### src/rtl/rotate_xor_packet_cipher_macros.svh
// Assertion macros for the rotate-xor packet cipher.
// Expect signals clk and rst in the scope of use; no other dependencies.
`ifndef ROTATE_XOR_PACKET_CIPHER_MACROS_SVH
`define ROTATE_XOR_PACKET_CIPHER_MACROS_SVH

// same-cycle implication, off during reset
`define RXPC_ASSERT_IMP(label, ante, cons, msg) \
  label: assert property (@(posedge clk) disable iff (rst) (ante) |-> (cons)) \
    else $error(msg);

// next-cycle implication, off during reset
`define RXPC_ASSERT_NXT(label, ante, cons, msg) \
  label: assert property (@(posedge clk) disable iff (rst) (ante) |=> (cons)) \
    else $error(msg);

`endif

### src/rtl/rxpc_pkg.sv
// Shared types, codes and helper functions for the rotate-xor packet cipher.
// No dependencies.
package rxpc_pkg;

  localparam int ACTION_W      = 2;
  localparam int KEY_INDEX_W   = 6;
  localparam int BYTE_W        = 8;
  localparam int LENGTH_W      = 16;
  localparam int SUM_W         = 32;
  localparam int KEY_LENGTH_W  = 7;
  localparam int CFG_INDEX_W   = 2;
  localparam int ROT_W         = 3;
  localparam int WINDOW_BYTES  = 8;
  localparam int CHECK_BYTES   = 4;
  localparam int MIN_KEY_LENGTH = WINDOW_BYTES + 1;
  localparam int DIV_STEPS     = BYTE_W;

  localparam logic [ACTION_W-1:0] ACT_KEY_WRITE = 2'd0;
  localparam logic [ACTION_W-1:0] ACT_START     = 2'd1;
  localparam logic [ACTION_W-1:0] ACT_BODY      = 2'd2;

  localparam logic [CFG_INDEX_W-1:0] REG_CIPHER_MODE = 2'd0;
  localparam logic [CFG_INDEX_W-1:0] REG_KEY_LENGTH  = 2'd1;

  localparam logic MODE_ENCRYPT = 1'b0;
  localparam logic MODE_DECRYPT = 1'b1;

  localparam logic [KEY_LENGTH_W-1:0] KEY_LENGTH_RESET = 7'd16;

  typedef enum logic [2:0] {
    ST_IDLE,
    ST_DIV,
    ST_HDR0,
    ST_HDR1,
    ST_BODY
  } state_t;

  typedef struct packed {
    logic key_wr;
    logic start;
    logic body_capture;
    logic div_step;
    logic load_hdr0;
    logic load_hdr1;
    logic load_body;
  } cmd_t;

  typedef struct packed {
    logic packet_open;
    logic out_free;
    logic decrypt;
  } sts_t;

  // 8 = 1 mod 7, so fold octal digits and finish with one subtract
  function automatic logic [ROT_W-1:0] mod7(input logic [BYTE_W-1:0] x);
    logic [4:0] s;
    logic [3:0] t;
    s = 5'(x[7:6]) + 5'(x[5:3]) + 5'(x[2:0]);
    t = 4'(s[4:3]) + 4'(s[2:0]);
    if (t >= 4'd7) begin
      t = t - 4'd7;
    end
    return t[ROT_W-1:0];
  endfunction

  function automatic logic [BYTE_W-1:0] rotl(input logic [BYTE_W-1:0] v,
                                             input logic [ROT_W-1:0] amt);
    logic [2*BYTE_W-1:0] w;
    w = {v, v} << amt;
    return w[2*BYTE_W-1:BYTE_W];
  endfunction

  function automatic logic [BYTE_W-1:0] rotr(input logic [BYTE_W-1:0] v,
                                             input logic [ROT_W-1:0] amt);
    logic [2*BYTE_W-1:0] w;
    w = {v, v} >> amt;
    return w[BYTE_W-1:0];
  endfunction

endpackage

### src/rtl/rxpc_item_if.sv
// Input item channel: valid/ready handshake with the item payload.
// Depends on rxpc_pkg.
interface rxpc_item_if
  import rxpc_pkg::*;
  ();
  logic                   valid;
  logic                   ready;
  logic [ACTION_W-1:0]    action;
  logic [KEY_INDEX_W-1:0] key_index;
  logic                   key_scramble;
  logic [BYTE_W-1:0]      byte_in;
  logic [BYTE_W-1:0]      rotate_seed;
  logic [BYTE_W-1:0]      window_seed;
  logic [LENGTH_W-1:0]    body_length;

  modport source (output valid, action, key_index, key_scramble, byte_in,
                  rotate_seed, window_seed, body_length, input ready);
  modport sink (input valid, action, key_index, key_scramble, byte_in,
                rotate_seed, window_seed, body_length, output ready);
endinterface

### src/rtl/rxpc_result_if.sv
// Result channel: valid/ready handshake with the result payload.
// Depends on rxpc_pkg.
interface rxpc_result_if
  import rxpc_pkg::*;
  ();
  logic              valid;
  logic              ready;
  logic [BYTE_W-1:0] byte_out;
  logic              last_of_packet;
  logic              checksum_match;

  modport source (output valid, byte_out, last_of_packet, checksum_match, input ready);
  modport sink (input valid, byte_out, last_of_packet, checksum_match, output ready);
endinterface

### src/rtl/rxpc_cfg_if.sv
// Configuration write channel: valid/ready with register index and data.
// Depends on rxpc_pkg.
interface rxpc_cfg_if
  import rxpc_pkg::*;
  ();
  logic                    valid;
  logic                    ready;
  logic [CFG_INDEX_W-1:0]  index;
  logic [KEY_LENGTH_W-1:0] data;

  modport source (output valid, index, data, input ready);
  modport sink (input valid, index, data, output ready);
endinterface

### src/rtl/rxpc_ctrl.sv
// Controller state machine: accepts transactions and sequences the datapath.
// Depends on rxpc_pkg and rotate_xor_packet_cipher_macros.svh.
`include "rotate_xor_packet_cipher_macros.svh"

module rxpc_ctrl
  import rxpc_pkg::*;
(
  input  logic                clk,
  input  logic                rst,
  input  logic                item_valid,
  input  logic [ACTION_W-1:0] item_action,
  output logic                item_ready,
  input  sts_t                sts,
  output cmd_t                cmd
);

  localparam int CNT_W = $clog2(DIV_STEPS);

  state_t           state, state_next;
  logic [CNT_W-1:0] div_count;
  logic             div_last;

  assign div_last = (div_count == CNT_W'(DIV_STEPS - 1));

  always_ff @(posedge clk) begin
    if (rst) begin
      state     <= ST_IDLE;
      div_count <= '0;
    end else begin
      state <= state_next;
      if (state == ST_DIV) begin
        div_count <= div_count + 1'b1;
      end else begin
        div_count <= '0;
      end
    end
  end

  always_comb begin
    state_next = state;
    unique case (state)
      ST_IDLE: begin
        if (item_valid) begin
          if (item_action == ACT_START) begin
            state_next = ST_DIV;
          end else if (item_action == ACT_BODY && sts.packet_open) begin
            state_next = ST_BODY;
          end
        end
      end
      ST_DIV: begin
        if (div_last) begin
          state_next = sts.decrypt ? ST_IDLE : ST_HDR0;
        end
      end
      ST_HDR0: begin
        if (sts.out_free) state_next = ST_HDR1;
      end
      ST_HDR1: begin
        if (sts.out_free) state_next = ST_IDLE;
      end
      ST_BODY: begin
        if (sts.out_free) state_next = ST_IDLE;
      end
      default: state_next = ST_IDLE;
    endcase
  end

  always_comb begin
    item_ready       = (state == ST_IDLE);
    cmd              = '0;
    cmd.key_wr       = item_ready && item_valid && (item_action == ACT_KEY_WRITE);
    cmd.start        = item_ready && item_valid && (item_action == ACT_START);
    cmd.body_capture = item_ready && item_valid && (item_action == ACT_BODY)
                       && sts.packet_open;
    cmd.div_step     = (state == ST_DIV);
    cmd.load_hdr0    = (state == ST_HDR0) && sts.out_free;
    cmd.load_hdr1    = (state == ST_HDR1) && sts.out_free;
    cmd.load_body    = (state == ST_BODY) && sts.out_free;
  end

  `RXPC_ASSERT_NXT(a_div_runs, (state == ST_DIV) && !div_last, state == ST_DIV, "divider cut short")
  `RXPC_ASSERT_NXT(a_body_done, cmd.load_body, state == ST_IDLE, "body byte not retired")
  `RXPC_ASSERT_NXT(a_hdr_order, cmd.load_hdr0, state == ST_HDR1, "second header byte skipped")
  `RXPC_ASSERT_IMP(a_one_load, 1'b1, $onehot0({cmd.load_hdr0, cmd.load_hdr1, cmd.load_body}), "two result loads at once")

endmodule

### src/rtl/rxpc_datapath.sv
// Datapath: config registers, key store, window divider, cipher and checksum,
// result register. Depends on rxpc_pkg, the config and result interfaces and the macros.
`include "rotate_xor_packet_cipher_macros.svh"

module rxpc_datapath
  import rxpc_pkg::*;
#(
  parameter int KEY_BYTES = 64
) (
  input  logic                   clk,
  input  logic                   rst,
  input  logic [KEY_INDEX_W-1:0] key_index,
  input  logic                   key_scramble,
  input  logic [BYTE_W-1:0]      byte_in,
  input  logic [BYTE_W-1:0]      rotate_seed,
  input  logic [BYTE_W-1:0]      window_seed,
  input  logic [LENGTH_W-1:0]    body_length,
  rxpc_cfg_if.sink               cfg,
  rxpc_result_if.source          result,
  input  cmd_t                   cmd,
  output sts_t                   sts
);

  localparam int AW = $clog2(KEY_BYTES);

  // configuration
  logic                    cipher_mode;
  logic [KEY_LENGTH_W-1:0] key_length;

  assign cfg.ready = 1'b1;

  always_ff @(posedge clk) begin
    if (rst) begin
      cipher_mode <= MODE_ENCRYPT;
      key_length  <= KEY_LENGTH_RESET;
    end else if (cfg.valid) begin
      if (cfg.index == REG_CIPHER_MODE) begin
        cipher_mode <= cfg.data[0];
      end else if (cfg.index == REG_KEY_LENGTH) begin
        key_length <= cfg.data;
      end
    end
  end

  // key store
  logic [BYTE_W-1:0] key_mem [KEY_BYTES];
  logic [BYTE_W-1:0] key_q;
  logic [BYTE_W-1:0] key_wdata;
  logic [BYTE_W-1:0] kidx_mod;
  logic [AW-1:0]     wr_addr;
  logic [AW-1:0]     rd_addr;

  always_comb begin
    kidx_mod = BYTE_W'(key_index);
    for (int i = 0; i < 3; i++) begin
      if (int'(kidx_mod) >= KEY_BYTES) begin
        kidx_mod = kidx_mod - BYTE_W'(KEY_BYTES);
      end
    end
    wr_addr   = kidx_mod[AW-1:0];
    key_wdata = key_scramble ? rotr(byte_in, mod7(BYTE_W'(key_index)) + 1'b1) : byte_in;
  end

  always_ff @(posedge clk) begin
    if (cmd.key_wr) begin
      key_mem[wr_addr] <= key_wdata;
    end
    if (cmd.body_capture) begin
      key_q <= key_mem[rd_addr];
    end
  end

  // packet state
  logic [ROT_W-1:0]    rotate_amount;
  logic [BYTE_W-1:0]   div_rem;
  logic [BYTE_W-1:0]   div_quot;
  logic [BYTE_W-1:0]   div_divisor;
  logic [LENGTH_W-1:0] byte_position;
  logic [LENGTH_W-1:0] packet_length;
  logic [SUM_W-1:0]    running_sum;
  logic [SUM_W-1:0]    received_sum;
  logic                packet_open;
  logic [BYTE_W-1:0]   hdr_rotate;
  logic [BYTE_W-1:0]   hdr_window;
  logic [BYTE_W-1:0]   body_byte;

  logic [8:0]          klen;
  logic [BYTE_W:0]     div_trial;
  logic [AW-1:0]       window_base;

  assign window_base = div_rem[AW-1:0];
  assign rd_addr     = window_base + AW'(byte_position[2:0]);

  always_comb begin
    klen = 9'(key_length);
    if (klen < 9'(MIN_KEY_LENGTH)) begin
      klen = 9'(MIN_KEY_LENGTH);
    end
    if (int'(klen) > KEY_BYTES) begin
      klen = 9'(KEY_BYTES);
    end
    div_trial = {div_rem, div_quot[BYTE_W-1]};
    if (div_trial >= {1'b0, div_divisor}) begin
      div_trial = div_trial - {1'b0, div_divisor};
    end
  end

  // body byte
  logic [LENGTH_W-1:0] data_len;
  logic                is_data;
  logic                body_last;
  logic [1:0]          sum_sel;
  logic [BYTE_W-1:0]   plain;
  logic [BYTE_W-1:0]   body_res;
  logic [SUM_W-1:0]    running_next;
  logic [SUM_W-1:0]    received_next;
  logic                body_match;

  always_comb begin
    data_len      = packet_length - LENGTH_W'(CHECK_BYTES);
    is_data       = byte_position < data_len;
    body_last     = ({1'b0, byte_position} + 1'b1) >= {1'b0, packet_length};
    sum_sel       = 2'(byte_position - packet_length);
    running_next  = running_sum;
    received_next = received_sum;
    body_match    = 1'b0;
    if (cipher_mode == MODE_ENCRYPT) begin
      if (is_data) begin
        plain        = body_byte;
        running_next = running_sum + SUM_W'(body_byte);
      end else begin
        plain = running_sum[8*sum_sel +: BYTE_W];
      end
      body_res = rotl(plain, rotate_amount) ^ key_q;
    end else begin
      plain    = body_byte ^ key_q;
      body_res = rotr(plain, rotate_amount);
      if (is_data) begin
        running_next = running_sum + SUM_W'(body_res);
      end else begin
        received_next = received_sum | (SUM_W'(body_res) << (8 * sum_sel));
      end
      body_match = body_last && (running_next == received_next);
    end
  end

  always_ff @(posedge clk) begin
    if (rst) begin
      rotate_amount <= '0;
      div_rem       <= '0;
      byte_position <= '0;
      packet_length <= '0;
      running_sum   <= '0;
      received_sum  <= '0;
      packet_open   <= 1'b0;
    end else begin
      if (cmd.start) begin
        rotate_amount <= mod7(rotate_seed) + 1'b1;
        div_rem       <= '0;
        packet_length <= (body_length < LENGTH_W'(CHECK_BYTES)) ?
                         LENGTH_W'(CHECK_BYTES) : body_length;
        byte_position <= '0;
        running_sum   <= '0;
        received_sum  <= '0;
        packet_open   <= 1'b1;
      end else if (cmd.div_step) begin
        div_rem <= div_trial[BYTE_W-1:0];
      end else if (cmd.load_body) begin
        running_sum  <= running_next;
        received_sum <= received_next;
        if (body_last) begin
          packet_open <= 1'b0;
        end else begin
          byte_position <= byte_position + 1'b1;
        end
      end
    end
  end

  always_ff @(posedge clk) begin
    if (cmd.start) begin
      hdr_rotate  <= rotate_seed;
      hdr_window  <= window_seed;
      div_quot    <= window_seed;
      div_divisor <= BYTE_W'(klen - 9'(WINDOW_BYTES));
    end else if (cmd.div_step) begin
      div_quot <= div_quot << 1;
    end
    if (cmd.body_capture) begin
      body_byte <= byte_in;
    end
  end

  // result register
  logic out_valid;

  always_ff @(posedge clk) begin
    if (rst) begin
      out_valid <= 1'b0;
    end else if (cmd.load_hdr0 || cmd.load_hdr1 || cmd.load_body) begin
      out_valid <= 1'b1;
    end else if (result.ready) begin
      out_valid <= 1'b0;
    end
  end

  always_ff @(posedge clk) begin
    if (cmd.load_hdr0) begin
      result.byte_out       <= hdr_rotate;
      result.last_of_packet <= 1'b0;
      result.checksum_match <= 1'b0;
    end else if (cmd.load_hdr1) begin
      result.byte_out       <= hdr_window;
      result.last_of_packet <= 1'b0;
      result.checksum_match <= 1'b0;
    end else if (cmd.load_body) begin
      result.byte_out       <= body_res;
      result.last_of_packet <= body_last;
      result.checksum_match <= body_match;
    end
  end

  assign result.valid    = out_valid;
  assign sts.packet_open = packet_open;
  assign sts.out_free    = !out_valid || result.ready;
  assign sts.decrypt     = (cipher_mode == MODE_DECRYPT);

  `RXPC_ASSERT_IMP(a_body_open, cmd.load_body || cmd.body_capture, packet_open, "body byte with no packet open")
  `RXPC_ASSERT_NXT(a_last_closes, cmd.load_body && body_last, !packet_open, "packet left open after last byte")

endmodule

### src/rtl/rotate_xor_packet_cipher.sv
// Key write: stored in the key store when accepted. Packet start: 8 divider steps for the key
// window base, then the two header transactions in encrypt mode.
// Body byte: the key store read and the input byte are registered on acceptance, then the
// result register is loaded once the result channel is free; result valid after that load.
// Synchronous reset clears control and packet state and restores the config
// registers; the key store is not cleared.
module rotate_xor_packet_cipher
  import rxpc_pkg::*;
#(
  parameter int KEY_BYTES = 64
) (
  input  logic          clk,
  input  logic          rst,
  rxpc_item_if.sink     item,
  rxpc_result_if.source result,
  rxpc_cfg_if.sink      cfg
);

  cmd_t cmd;
  sts_t sts;
  logic item_ready;

  assign item.ready = item_ready;

  rxpc_ctrl u_ctrl (
    .clk         (clk),
    .rst         (rst),
    .item_valid  (item.valid),
    .item_action (item.action),
    .item_ready  (item_ready),
    .sts         (sts),
    .cmd         (cmd)
  );

  rxpc_datapath #(
    .KEY_BYTES (KEY_BYTES)
  ) u_datapath (
    .clk          (clk),
    .rst          (rst),
    .key_index    (item.key_index),
    .key_scramble (item.key_scramble),
    .byte_in      (item.byte_in),
    .rotate_seed  (item.rotate_seed),
    .window_seed  (item.window_seed),
    .body_length  (item.body_length),
    .cfg          (cfg),
    .result       (result),
    .cmd          (cmd),
    .sts          (sts)
  );

endmodule
### src/flat_wrapper.sv
// flat-port wrapper written by rule: the top's interface ports become plain ports
module rotate_xor_packet_cipher_flat import rxpc_pkg::*;
#(
  parameter int KEY_BYTES = 64
)
  (clk, rst, item_valid, item_action, item_key_index, item_key_scramble, item_byte_in, item_rotate_seed, item_window_seed, item_body_length, item_ready, result_valid, result_byte_out, result_last_of_packet, result_checksum_match, result_ready, cfg_valid, cfg_index, cfg_data, cfg_ready);
  rxpc_item_if item_i ();
  rxpc_result_if result_i ();
  rxpc_cfg_if cfg_i ();
  input  logic clk;
  input  logic rst;
  input wire logic [$bits(item_i.valid)-1:0] item_valid;
  input wire logic [$bits(item_i.action)-1:0] item_action;
  input wire logic [$bits(item_i.key_index)-1:0] item_key_index;
  input wire logic [$bits(item_i.key_scramble)-1:0] item_key_scramble;
  input wire logic [$bits(item_i.byte_in)-1:0] item_byte_in;
  input wire logic [$bits(item_i.rotate_seed)-1:0] item_rotate_seed;
  input wire logic [$bits(item_i.window_seed)-1:0] item_window_seed;
  input wire logic [$bits(item_i.body_length)-1:0] item_body_length;
  output wire logic [$bits(item_i.ready)-1:0] item_ready;
  output wire logic [$bits(result_i.valid)-1:0] result_valid;
  output wire logic [$bits(result_i.byte_out)-1:0] result_byte_out;
  output wire logic [$bits(result_i.last_of_packet)-1:0] result_last_of_packet;
  output wire logic [$bits(result_i.checksum_match)-1:0] result_checksum_match;
  input wire logic [$bits(result_i.ready)-1:0] result_ready;
  input wire logic [$bits(cfg_i.valid)-1:0] cfg_valid;
  input wire logic [$bits(cfg_i.index)-1:0] cfg_index;
  input wire logic [$bits(cfg_i.data)-1:0] cfg_data;
  output wire logic [$bits(cfg_i.ready)-1:0] cfg_ready;
  assign item_i.valid = item_valid;
  assign item_i.action = item_action;
  assign item_i.key_index = item_key_index;
  assign item_i.key_scramble = item_key_scramble;
  assign item_i.byte_in = item_byte_in;
  assign item_i.rotate_seed = item_rotate_seed;
  assign item_i.window_seed = item_window_seed;
  assign item_i.body_length = item_body_length;
  assign item_ready = item_i.ready;
  assign result_valid = result_i.valid;
  assign result_byte_out = result_i.byte_out;
  assign result_last_of_packet = result_i.last_of_packet;
  assign result_checksum_match = result_i.checksum_match;
  assign result_i.ready = result_ready;
  assign cfg_i.valid = cfg_valid;
  assign cfg_i.index = cfg_index;
  assign cfg_i.data = cfg_data;
  assign cfg_ready = cfg_i.ready;
  rotate_xor_packet_cipher #(.KEY_BYTES(KEY_BYTES)) u_core (.clk(clk), .rst(rst), .item(item_i), .result(result_i), .cfg(cfg_i));
endmodule
### config.mk
export PLATFORM = sky130hd
export DESIGN_NAME = rotate_xor_packet_cipher_flat
export DESIGN_NICKNAME = d
export VERILOG_FILES = /design/src/rtl/rxpc_pkg.sv /design/src/rtl/rxpc_item_if.sv /design/src/rtl/rxpc_result_if.sv /design/src/rtl/rxpc_cfg_if.sv /design/src/rtl/rxpc_ctrl.sv /design/src/rtl/rxpc_datapath.sv /design/src/rtl/rotate_xor_packet_cipher.sv /design/src/flat_wrapper.sv
export VERILOG_INCLUDE_DIRS = /design/src /design/src/rtl
export SDC_FILE = /design/constraint.sdc
export NUM_CORES = 1
export LEC_CHECK = 0
export BUFFER_PORTS_ARGS = -buffer_cell sky130_fd_sc_hd__buf_2
export CAP_MARGIN = 20
export CORE_ASPECT_RATIO = 0.7
export CORE_MARGIN = 2
export CORE_UTILIZATION = 40
export DETAILED_ROUTE_END_ITERATION = 10
export GPL_TIMING_DRIVEN = 1
export SYNTH_ARGS = -nofsm -noshare
export SYNTH_HDL_FRONTEND = slang
export SYNTH_SLANG_ARGS = --single-unit
### constraint.sdc
create_clock -name clk -period 18.5 [get_ports clk]
set_input_delay 0.925 -clock clk [delete_from_list [all_inputs] [get_ports clk]]
set_output_delay 0.925 -clock clk [all_outputs]
set_load 0.005 [all_outputs]
# Yosys cells after proc, flatten, opt, wreduce, memory -nomap -nowiden
# Memory sizes are Yosys's and may differ from the RTL's. A register that Yosys moved wholly into a read port is not among the register bits.
# Index checks and enable logic that the tools add are counted.
dict set report word_totals {
  reg_bits 173
  ramBits 512
  inputBits 63
  output_inout_bits 13
  elab_cells 148
  n_memories 1
}
dict set report op_classes {
  n_addsub 19
  order_cmp 8
  eq_ne 15
  shifts 5
  n_mux 40
  bitwise 6
  n_reduce_logical 34
}
# name words width rd rd_clocked_by_memory_dff wr line_no
set memory_table {}
lappend memory_table {u_core.u_datapath.key_mem 64 8 1 1 1 rxpc_datapath.sv:46} ;# logic [BYTE_W-1:0] key_mem [KEY_BYTES];
# operator n
set op_table {}
lappend op_table {{32-bit two-way mux} 6}
lappend op_table {{8-bit two-way mux} 11}
lappend op_table {{32-bit by 8-bit adder with 32-bit output} 2}
lappend op_table {{32-bit == test} 1}
lappend op_table {{32-bit OR} 1}
lappend op_table {{32-bit by 6-bit indexed part select with 8-bit output} 1}
lappend op_table {{8-bit by 5-bit left shift with 32-bit output} 1}
lappend op_table {{16-bit by 3-bit >> shifter with 8-bit output} 2}
lappend op_table {{3-bit two-way mux} 10}
lappend op_table {{16-bit by 1-bit adder with 17-bit output, second input constant} 1}
lappend op_table {{17-bit by 16-bit >= comparator with 1-bit output} 1}
lappend op_table {{16-bit by 1-bit adder with 16-bit output, second input constant} 1}
lappend op_table {{16-bit < comparator} 1}
lappend op_table {{16-bit by 3-bit < comparator with 1-bit output, second input constant} 1}
lappend op_table {{16-bit two-way mux} 1}
lappend op_table {{16-bit by 3-bit left shift with 16-bit output} 1}
lappend op_table {{16-bit by 3-bit subtractor with 16-bit output, second input constant} 1}
lappend op_table {{8-bit XOR} 2}
lappend op_table {{3-bit AND reduction} 5}
lappend op_table {{3-bit one-hot mux with 4 select lines} 1}
lappend op_table {{1-bit logical AND} 10}
lappend op_table {{2-bit nonzero test} 5}
lappend op_table {{3-bit by 1-bit adder with 3-bit output, second input constant} 3}
lappend op_table {{9-bit by 8-bit >= comparator with 1-bit output} 1}
lappend op_table {{32 further kinds} 57}

# Longest topological paths before layout
dict set report depth {
  word_depth 10
  ltp_mapped 19
  mapped_depth_nobuf 18
}

# Modules after synthesis
# Synthesis repeated with hierarchy kept, for this count alone.
dict set report unflattened {
  cells_unflattened 2246
  area_unflattened_um2 32486.2
}
# module instances cells_per_inst area_per_inst_um2 seq_area_each_um2
set modules_own_cells {}
lappend modules_own_cells {rxpc_datapath 1 2197 32073.3 19438.6}
lappend modules_own_cells {rxpc_ctrl 1 49 412.9 120.1}

# Least setup slack after synthesis
# No wires, ideal clock.
dict set report synth_path {
  path_type {input -> register}
  startpoint {input port item_key_index[1]}
  endpoint {memory u_core.u_datapath.key_mem[0][5] (data pin)}
  setup_ns 0.549
  arrival_ns 6.044
  required_ns 17.951
  setup_slack_ns 11.908
  path_stages 13
  n_path_buf 0
  path_cell_list {ha_1 > a21o_1 > a21o_1 > ha_1 > ha_1 > ha_1 > a22oi_1 > a21oi_1 > xor2_1 > ha_1 > xor2_1 > mux2i_1 > a21oi_1}
}
dict set report synth_via {
  elab_chain_cells 7
  elab_cells_between_ends 8
  classes_between {4 x add/sub; 1 x order compare; 1 x shift; 2 x mux}
}
# element line_no
set synth_rtl {}
lappend synth_rtl {{start: declaration} flat_wrapper.sv:14} ;# input wire logic [$bits(item_i.key_index)-1:0] item_key_index;
lappend synth_rtl {{3-bit by 3-bit adder with 4-bit output (*)} rxpc_pkg.sv:58} ;# s = 5'(x[7:6]) + 5'(x[5:3]) + 5'(x[2:0]);
lappend synth_rtl {{1-bit by 3-bit adder with 4-bit output (*)} rxpc_pkg.sv:59} ;# t = 4'(s[4:3]) + 4'(s[2:0]);
lappend synth_rtl {{4-bit by 3-bit >= comparator with 1-bit output or 3-bit subtractor (tied branches)} {rxpc_pkg.sv:60, rxpc_pkg.sv:61}}
lappend synth_rtl {{3-bit two-way mux (*)} rxpc_pkg.sv:60} ;# if (t >= 4'd7) begin
lappend synth_rtl {{3-bit by 1-bit adder with 3-bit output (*)} rxpc_datapath.sv:61} ;# key_wdata = key_scramble ? rotr(byte_in, mod7(BYTE_W'(key_index)) + 1'b1) : byte_in;
lappend synth_rtl {{16-bit by 3-bit >> shifter with 8-bit output (*)} rxpc_pkg.sv:76} ;# w = {v, v} >> amt;
lappend synth_rtl {{8-bit two-way mux (*)} rxpc_datapath.sv:61}
lappend synth_rtl {{via u_core.u_datapath.key_wdata[5]} rxpc_datapath.sv:48} ;# logic [BYTE_W-1:0] key_wdata;
lappend synth_rtl {{end: declaration} rxpc_datapath.sv:46}
# The timed path passes the listed nets; every way through them passes the cells marked *.

# Final worst setup path
dict set report layout_path {
  startpoint {register u_core.u_datapath.rotate_amount[0]}
  endpoint {register u_core.u_datapath.result.checksum_match}
}
dict set report layout_via {
  elab_chain_cells 8
  elab_cells_between_ends 11
  classes_between {1 x add/sub; 1 x eq/ne; 2 x shift; 5 x mux; 1 x bitwise; 1 x reduce/logical}
}
# element line_no
set layout_rtl {}
lappend layout_rtl {{start: declaration} rxpc_datapath.sv:74} ;# logic [ROT_W-1:0] rotate_amount;
lappend layout_rtl {{start signal: assignment} rxpc_datapath.sv:158} ;# rotate_amount <= mod7(rotate_seed) + 1'b1;
lappend layout_rtl {{16-bit by 3-bit >> shifter with 8-bit output (*)} rxpc_pkg.sv:76}
lappend layout_rtl {{parallel branches: the longest is 4 deep, another holds 32-bit by 8-bit adder with 32-bit output} --}
lappend layout_rtl {{32-bit == test (*)} rxpc_datapath.sv:143} ;# body_match = body_last && (running_next == received_next);
lappend layout_rtl {{1-bit logical AND (*)} rxpc_datapath.sv:143}
lappend layout_rtl {{1-bit two-way mux (*)} rxpc_datapath.sv:127} ;# if (cipher_mode == MODE_ENCRYPT) begin
lappend layout_rtl {{end signal: assignment} rxpc_datapath.sv:219} ;# result.checksum_match <= body_match;
lappend layout_rtl {{end: declaration} rxpc_result_if.sv:12} ;# modport source (output valid, byte_out, last_of_packet, checksum_match, input ready);
# Mark *: on every way between the ends. The select of a mux whose other input is x is not followed.
# A chain may end at the register's enable or synchronous reset.

==> insert_results.sql <==
INSERT INTO impl_metrics (metric_group, metric, value, unit) VALUES
('global_route', 'grt_first_pass_wirelength', '129000', 'microns'),
('global_route', 'grt_ovf', '0', ''),
('logic_synthesis', 'synth.cell_area', '32800', 'sq um'),
('run_status', 'outcome', 'finished clean', ''),
('cells_and_area', 'final_common_cell', 'sky130_fd_sc_hd__edfxtp_1', ''),
('worst_hold_path', 'holdCritStartpoint', 'u_core.u_ctrl.div_count[0]', ''),
('place', 'place.port_buffers', '74', ''),
('sta', 'fmaxAchievable', '171', 'MHz'),
('sta', 'fin_crit', '5.84', 'ns'),
('critical_path', 'path_class', 'flop to flop', ''),
('critical_path', 'crit_fanout', '19', ''),
('logic_synthesis', 'yosys_register_bits', '693', ''),
('worst_hold_path', 'worst_hold_path_type', 'flop to flop', ''),
('global_route', 'total_routing_resource_utilization_after_global_routing', '0.203', ''),
('cts', 'hold_buffers', '0', ''),
('route', 'postRouteAntennaNets', '0', ''),
('place', 'gp_routability_congestion', '0.948', ''),
('cts', 'postCtsSetupRepairBufs', '0', ''),
('cts', 'tritoncts.num_buffers', '70', ''),
('die', 'io_pins', '76', ''),
('global_route', 'grt_start_max_net_pins', '66', ''),
('critical_path', 'worst_path_largest_cell_delay', '0.95', 'ns'),
('route', 'viasPerCell', '5.82', ''),
('critical_path', 'critical_path_arrival', '6.40', 'ns'),
('route', 'drcViolationCount', '0', ''),
('logic_synthesis', 'ys_async_sr_fraction', '0', ''),
('place', 'post-dp-hpwl', '58400', 'microns'),
('logic_synthesis', 'synth_enable_flop_cells', '568', ''),
('logic_synthesis', 'synth_cells', '2279', ''),
('route', 'vias', '20200', ''),
('pwr', 'p_per_area', '106', 'nW/um^2'),
('critical_path', 'critPathLaunchType', 'flop', ''),
('cts', 'cts-resized-gates', '0', ''),
('logic_synthesis', 'synth-seq-area-share', '0.597', ''),
('cells_and_area', 'final_net_count', '2492', ''),
('critical_path', 'capture_instance_of_the_worst_register_to_register_path', 'u_core.u_datapath.result.checksum_match', ''),
('critical_path', 'worstReg2RegStart', 'u_core.u_datapath.rotate_amount[0]', ''),
('critical_path', 'wp_buf_inv', '1', ''),
('sta', 'finalHoldViolations', '0', ''),
('route', 'initialDrtViolationCount', '2210', ''),
('critical_path', 'worst_path_dominant_cell_family', 'simple AND/OR/NAND/NOR gates', ''),
('critical_path', 'cp_data_required_time', '19.06', 'ns'),
('cts', 'clk_pin_slew', '0.06', 'ns'),
('route', 'wl_per_cell', '24.9', 'microns'),
('logic_synthesis', 'synth_flop_cell', 'sky130_fd_sc_hd__edfxtp_1', ''),
('die', 'std_cell_rows', '87', ''),
('die', 'initial_utilization', '0.405', ''),
('route', 'detailroute.wirelength.met3', '6800', 'microns'),
('sta', 'rsz_0062_raised_after_global_routing', 'false', ''),
('cells_and_area', 'most-common-layout-cells', '568 x sky130_fd_sc_hd__edfxtp_1, 233 x sky130_fd_sc_hd__nor2_1, 183 x sky130_fd_sc_hd__mux4_2', ''),
('sta', 'finalSetupTns', '0', 'ns'),
('sta', 'maxSlewHeadroom', '0.271', ''),
('logic_synthesis', 'yosysTopAreaCellShare', '0.520', ''),
('cts', 'h-tree-depth', '3', ''),
('die', 'die-height', '244', 'microns'),
('cts', 'worstSkewPairLatency', '0.63', 'ns'),
('cells_and_area', 'post_route_cells_drive_above_1_share', '0.194', ''),
('critical_path', 'ff2ff_setup_slack', '12.66', 'ns'),
('logic_synthesis', 'yosys_warns', '0', ''),
('place', 'place_worst_setup_slack', '11.90', 'ns'),
('cts', 'cts_sinks', '693', ''),
('route', 'highest-signal-layer', 'met4', ''),
('logic_synthesis', 'synth.lib_cells_used.distinct', '102', ''),
('sta', 'maxSlewViolCount', '0', ''),
('sta', 'timing.final.crit_share', '0.316', ''),
('logic_synthesis', 'synthesis.area_per_instance', '14.4', 'sq um'),
('die', 'floorplan.die_area', '84300', 'sq um'),
('sta', 'final.setup_skew', '0.0429', 'ns'),
('worst_hold_path', 'worst_hold_path.num_cells', '1', ''),
('global_route', 'initial_antenna_violation_count', '0', ''),
('logic_synthesis', 'synth.top_cells.by_area', 'sky130_fd_sc_hd__edfxtp_1 52%, sky130_fd_sc_hd__mux4_2 13%, sky130_fd_sc_hd__dfxtp_1 7.6%', '');
-- worst reg2reg max path, delay by kind of cell, from the launching register on --
kind,cells,cell delay (ns)
buf+inv,1,0.24
fa+ha+maj,1,0.51
xor+xnor,1,0.29
compound gates,3,0.51
mux,2,1.34
simple gates,6,1.95
flops,1,0.95
-- cells by family (layout without fill, tap and decap cells) --
| family | count (synthesis) | count (layout) | share of synthesized area |
|---|---|---|---|
| adders and majority gates | 87 | 87 | 0.0355 |
| xor gates and xnor gates | 135 | 135 | 0.0395 |
| muxes | 269 | 269 | 0.153 |
| buffers and inverters | 179 | 299 | 0.0239 |
| AOI/OAI and AO/OA | 327 | 327 | 0.0645 |
| other | 2 | 2 | 0.000229 |
| and+or+nand+nor | 587 | 587 | 0.0868 |
| DFF | 693 | 693 | 0.597 |
-- metrics by stage --
stage               cell area [sq um]  power [W]  cells  hold WS, ns
floorplan                       32800    0.00225   2279        0.408
global placement                34300    0.00241   3333        0.418
detailed placement              34300    0.00244   3334        0.442
CTS                             36700    0.00393   3463        0.440
global route                    36800    0.00405   3467        0.452
finish                          36800    0.00390   3467        0.445
-- per-layer routing --
| metal | vias up | track usage |
|---|---|---|
| met2 | 791 | 0.296 |
| met5 | - | 0 |
| met3 | 115 | 0.0400 |
| met1 | 10300 | 0.313 |
| met4 | 0 | 0.0480 |
| li1 | 8926 | - |
-- power by group --
group | total, W | internal (W) | leakage [nW] | switching [W]
registers | 0.00187 | 0.00186 | 6.10 | 0.0000147
clock network | 0.00149 | 0.000862 | 1.17 | 0.000629
logic | 0.000536 | 0.000170 | 4.76 | 0.000366
-- Yosys cell counts, drive strengths merged, types with 5 or more instances --
cell       n
or2        7
ha        77
clkbuf    71
nor2b     14
buf       45
and2       7
edfxtp   568
mux2       8
a221oi     5
nand3     29
nor3b      7
a21boi     5
a21o      12
or3       14
nand2    133
nor4      16
nand2b    16
nor3      44
xor2      55
mux2i     77
xnor2     73
o31ai      6
inv       62
a31oi      7
or4        9
mux4     184
nor2     233
o21ai     53
and3      11
o21a       9
o2111ai    6
o211ai     8
dfxtp    125
a21oi    145
nand4     23
fa        10
a211oi    20
nand3b     7
a222oi     7
and4       6
-- sequential cells by signal, summed over array words and instances (netlist names), 16 cells and up --
signal,flops
u_core.u_datapath.key_mem,512
u_core.u_datapath.received_sum,32
u_core.u_datapath.running_sum,32
u_core.u_datapath.byte_position,16
u_core.u_datapath.packet_length,16
-- worst max path at each step --
stage	slack (ns)	start	cells past startpoint	to
after CTS	12.56	item_key_index[1]	15	u_core.u_datapath.key_mem[48][6]
after detailed placement	11.90	item_key_index[1]	15	u_core.u_datapath.key_mem[28][6]
after global placement	12.25	item_key_index[1]	15	u_core.u_datapath.key_mem[24][6]
final	12.66	u_core.u_datapath.rotate_amount[0]	14	u_core.u_datapath.result.checksum_match
after floorplan	11.91	item_key_index[1]	13	u_core.u_datapath.key_mem[0][5]
after global routing	12.42	u_core.u_datapath.rotate_amount[0]	14	u_core.u_datapath.result.checksum_match
-- final cells by class --
cell class	instances	area, sq um	area share
clock buffer	93	1970	0.0537
multi-input combinational	1407	12600	0.342
sequential	693	19600	0.532
inverter	63	236	0.00643
tap	1068	1340	0.0363
timing repair buffer	107	633	0.0172
clock inverter	36	463	0.0126
Note: power is estimated with default switching activity, not from simulation.
